===== src/design/omc_pkg.sv =====
// Shared constants, register map and helpers for the orthogonal matrix check block.
package omc_pkg;

    localparam int ENTRY_BITS_DEF = 12;
    localparam int COEF_BITS_DEF  = 16;
    localparam int MOD_BITS       = 13;
    localparam int APB_AW         = 5;
    localparam int APB_DW         = 32;
    localparam int NUM_ENTRIES    = 9;

    localparam logic [2:0] REG_COEF_A = 3'd0;
    localparam logic [2:0] REG_COEF_B = 3'd1;
    localparam logic [2:0] REG_COEF_C = 3'd2;
    localparam logic [2:0] REG_MOD_M  = 3'd3;
    localparam logic [2:0] REG_MOD_N  = 3'd4;

    localparam logic [MOD_BITS-1:0] MOD_RST = 13'd8;

    function automatic int omc_max(input int a, input int b);
        return (a > b) ? a : b;
    endfunction

endpackage


===== src/design/omc_rem.sv =====
// Pipelined restoring remainder unit, one dividend bit per stage.
module omc_rem #(
    parameter int DW = 44,
    parameter int RW = 13
) (
    input  logic                          aclk,
    input  logic                          adv,
    input  logic [DW-1:0]                 dividend,
    input  logic [omc_pkg::MOD_BITS-1:0]  divisor,
    output logic [RW-1:0]                 rem
);
    import omc_pkg::*;

    logic [RW-1:0] rem_reg [DW];
    logic [DW-1:0] num_reg [DW];

    for (genvar k = 0; k < DW; k++) begin : g_stage
        logic [RW-1:0] r_in;
        logic [DW-1:0] n_in;
        logic [RW:0]   trial;
        logic [RW:0]   dext;
        logic [RW-1:0] rem_next;

        assign r_in  = (k == 0) ? '0 : rem_reg[(k == 0) ? 0 : k-1];
        assign n_in  = (k == 0) ? dividend : num_reg[(k == 0) ? 0 : k-1];
        assign trial = {r_in, n_in[DW-1]};
        assign dext  = (RW+1)'(divisor);

        // A zero divisor never subtracts, so the low bits pass through.
        always_comb begin
            if ((divisor != '0) && (trial >= dext)) begin
                rem_next = RW'(trial - dext);
            end else begin
                rem_next = trial[RW-1:0];
            end
        end

        always_ff @(posedge aclk) begin
            if (adv) begin
                rem_reg[k] <= rem_next;
                num_reg[k] <= n_in << 1;
            end
        end
    end

    assign rem = rem_reg[DW-1];

endmodule


===== config.mk =====
export PLATFORM = sky130hd
export DESIGN_NAME = omc_rem
export DESIGN_NICKNAME = d
export VERILOG_FILES = /design/src/design/omc_pkg.sv /design/src/design/omc_rem.sv
export SDC_FILE = /design/constraint.sdc
export NUM_CORES = 2
export LEC_CHECK = 0
export BUFFER_PORTS_ARGS = -buffer_cell sky130_fd_sc_hd__buf_2
export CORE_MARGIN = 2
export CORE_UTILIZATION = 50
export DETAILED_ROUTE_END_ITERATION = 12
export GPL_ROUTABILITY_DRIVEN = 0
export PLACE_DENSITY = 0.65
export SLEW_MARGIN = 30
export SYNTH_ARGS = -nofsm -noshare
export SYNTH_HDL_FRONTEND = slang
export SYNTH_SLANG_ARGS = --single-unit

===== constraint.sdc =====
create_clock -name aclk -period 3.7 [get_ports aclk]
set_input_delay 0.185 -clock aclk [delete_from_list [all_inputs] [get_ports aclk]]
set_output_delay 0.185 -clock aclk [all_outputs]
set_load 0.05 [all_outputs]

==> impl_metrics.py <==
metrics = {
    "die": {
        "fp.dieArea_um2": 159900,
        "io_pins": 72,
        "start_util_pct": 50.27,
        "die_x_um": 399.8,
        "fp.dieH_um": 399.8,
        "rows": 145,
        "core_um2": 155800,
    },
    "setup_path": {
        "cp_max_fo": 13,
        "worstPathRequired_ns": 4.24,
        "cp_slowest_cell": "o21ai_2",
        "max_stage_delay_ns": 0.75,
        "cp-start-kind": "register",
        "worstSetupPathType": "register to register",
        "cp_data_arrival_time_ns": 3.90,
        "crit_chain": "inv_1 > fa_1 > nand2b_1 > a211oi_1 > nor2_1 > o21a_1 > o31a_1 > o21ai_2 > mux2_2",
        "critPathCaptureType": "register",
    },
    "run": {
        "max_cap_viol_count": 0,
    },
    "clock_network": {
        "cts_buffers": 164,
        "h-tree-depth": 4,
        "clk_pin_slew_ns": 0.06,
        "clock-sinks": 1518,
        "cts_buffer_depth": 3,
        "cts_tree": "done",
        "clock_latency_ns": 0.82,
        "cts_root_buf": "clkbuf_16",
    },
    "timing": {
        "setup_viol": 0,
        "max_slew.worst_pin.slew_ns": 0.9415,
        "fin_tns_setup_ns": 0,
        "holdWs_ns": 0.08020,
        "period_minus_slack_ns": 3.355,
        "final-hold-violation-count": 0,
        "fin_crit_sh_pct": 90.69,
        "fin_skew_ns": 0.06418,
        "relSlewSlack_pct": 37.23,
        "fmax_mhz": 298.0,
        "drv_slew": 0,
        "rsz0062_at_grt": "false",
    },
    "power_and_ir_drop": {
        "clkPwrFrac_pct": 21.5,
        "p_sw_share_pct": 33.91,
        "p_int_mw": 50.04,
        "power.density_nw_per_um2": 854.1,
        "vdd_drop_max_mv": 0.5263,
        "p_seq_share_pct": 35.9,
        "power_frac_comb_pct": 42.7,
        "p_sw_mw": 25.67,
        "leakage_nw": 33.56,
    },
    "placed_design": {
        "dpl.hpwl_um": 107500,
        "port_buffers": 71,
        "dp.cells": 7996,
    },
    "worst_hold_path": {
        "holdCritPathClass": "primary input to register",
    },
    "global_route": {
        "track_usage_pct": 19.96,
        "met2_usage_pct": 30.84,
        "grt_pass1_vias": 45820,
        "grt_pass1_wl_um": 251600,
        "grt_max_degree": 118,
        "met1_usage_pct": 29.07,
        "grt-busiest-layer": "met2",
        "use_met3_pct": 3.210,
        "grt.overflow.total": 0,
        "antenna_found_initial": 3,
    },
    "synth": {
        "synthAdderAreaFrac_pct": 10.06,
        "synth_top_cell_by_area": "edfxtp_1",
        "synth_common_cells": "1518 x edfxtp_1, 561 x ha_1, 385 x a21oi_1",
        "synth_top_family_by_area": "compound AO/OA/AOI/OAI gates",
        "synth_xor_area_share_pct": 4.136,
        "syn_area_um2": 78350,
        "async_flop_share_pct": 0,
        "yosys_warnings": 0,
        "ys.flop_type": "edfxtp_1",
        "synth-seq-cells": 1518,
        "synth_edf_count": 1518,
        "synthTopCellsByArea": "edfxtp_1 58%, ha_1 9.0%, mux2_2 3.3%",
        "yosysSeqAreaShare_pct": 58.18,
        "synth-compound-area-share_pct": 11.23,
        "synth-simple-area-share_pct": 7.889,
        "synth_cell_types": 93,
        "syn_area_per_cell_um2": 13.56,
        "yosysMostFrequentCell": "edfxtp_1",
        "syn-num-nets": 6441,
        "synth_top_area_share_pct": 58.18,
        "synthCells": 5778,
        "yosys-mux-area-fraction_pct": 6.990,
    },
    "route": {
        "avgRoutedWirePerCell_um": 19.12,
        "drt_iter0_drc": 3571,
        "routed_wirelength_um": 159700,
        "vias": 47480,
        "drtAntennaViolNets": 0,
        "routed_via_density": 5.685,
        "remaining_drc_errors": 0,
        "dr.pass1.iters": 6,
    },
    "cells_and_area": {
        "drive_gt1_share_pct": 14.73,
        "nets": 6827,
        "largest_register_ffs": 946,
        "area_delta_synth_final_pct": 13.16,
        "diodes": 0,
        "final_cells": 8353,
        "post-route-util_pct": 56.89,
    },
    "run_status": {
        "status": "finished, final reports clean",
    },
}
critical path, delay by kind of cell (launching register included):
kind,cells,cell delay [ns]
simple gates,2,0.30
mux,1,0.41
compound gates,4,1.38
flops,1,0.46
buf+inv,1,0.11
fa+ha+maj,1,0.43
through the flow:
stage	worst slack, ns	total power [mW]	instance area, um2
finish	0.3446	75.72	88660
floorplan	0.3028	52.26	78350
CTS	0.3178	76.11	88650
detailed placement	0.1476	59.23	82630
global placement	0.1526	58.53	82610
global route	0.2389	80.85	88660
layout make-up:
| cell class | count | area (um2) |
|---|---|---|
| multi-input cells | 4025 | 31600 |
| clock buffers | 197 | 4228 |
| flip-flops and latches | 1518 | 45580 |
| well taps | 2058 | 2575 |
| inverters | 145 | 544.3 |
| fillers | 12410 | 67190 |
| clock inverters | 100 | 1195 |
| repair buffers | 310 | 2930 |
logic make-up after synthesis:
family | Yosys count
simple gates | 1250
compound gates | 1340
flops | 1518
fa+ha+maj | 604
xor+xnor | 370
buf+inv | 235
mux | 461
per-layer routing:
| metal | wire, um | share of wire, % |
|---|---|---|
| met2 | 71600 | 45 |
| met1 | 76090 | 48 |
| met3 | 8067 | 5.1 |
| met4 | 3960 | 2.5 |
| met5 | 0 | 0 |
power groups by stage:
stage / sequential (mW) / combinational (mW) / clock [mW]
final: 27.1 / 32.3 / 16.3
after global routing: 27.5 / 35.9 / 17.5
after CTS: 27.2 / 32.1 / 16.8
after detailed placement: 27.4 / 31.8 / 0
after global placement: 27.5 / 31.0 / 0
after floorplan: 26.5 / 25.8 / 0
path summary, 6_finish.rpt:
kind | startpoint | to | slack [ns] | cells after the start
hold reg to reg | num_reg[1][412]$_DFFE_PP_ | num_reg[1][456]$_DFFE_PP_ | 0.38 | 0
setup reg to reg | rem_reg[1][169]$_DFFE_PP_ | rem_reg[1][184]$_DFFE_PP_ | 0.34 | 9
hold / removal | dividend[7] | num_reg[0][7]$_DFFE_PP_ | 0.08 | 2
setup / recovery | rem_reg[1][169]$_DFFE_PP_ | rem_reg[1][184]$_DFFE_PP_ | 0.34 | 9
timing repair:
| item | 4_1_cts | 5_1_grt |
|---|---|---|
| hold buffers | 60 | 0 |
| gates resized for setup | 0 | 0 |
| buffers inserted | 0 | 0 |
| endpoints found under the hold margin | 95 | 0 |
| setup endpoints to repair | 0 | 0 |
placed cells by master (no fill, tap or decap), drive strengths merged, types with 76 or more instances in the layout:
cell type,instances
mux2,377
mux2i,84
buf,250
o21a,82
clkbuf,197
nand2,356
nor2b,117
nand4,77
edfxtp,1518
o21ai,359
xor2,148
nor3,84
a21oi,390
inv,147
xnor2,222
nor2,295
nand2b,98
nand3,76
a21o,104
ha,561
clkinv,76
No activity file was read; power rests on OpenSTA's default activity.
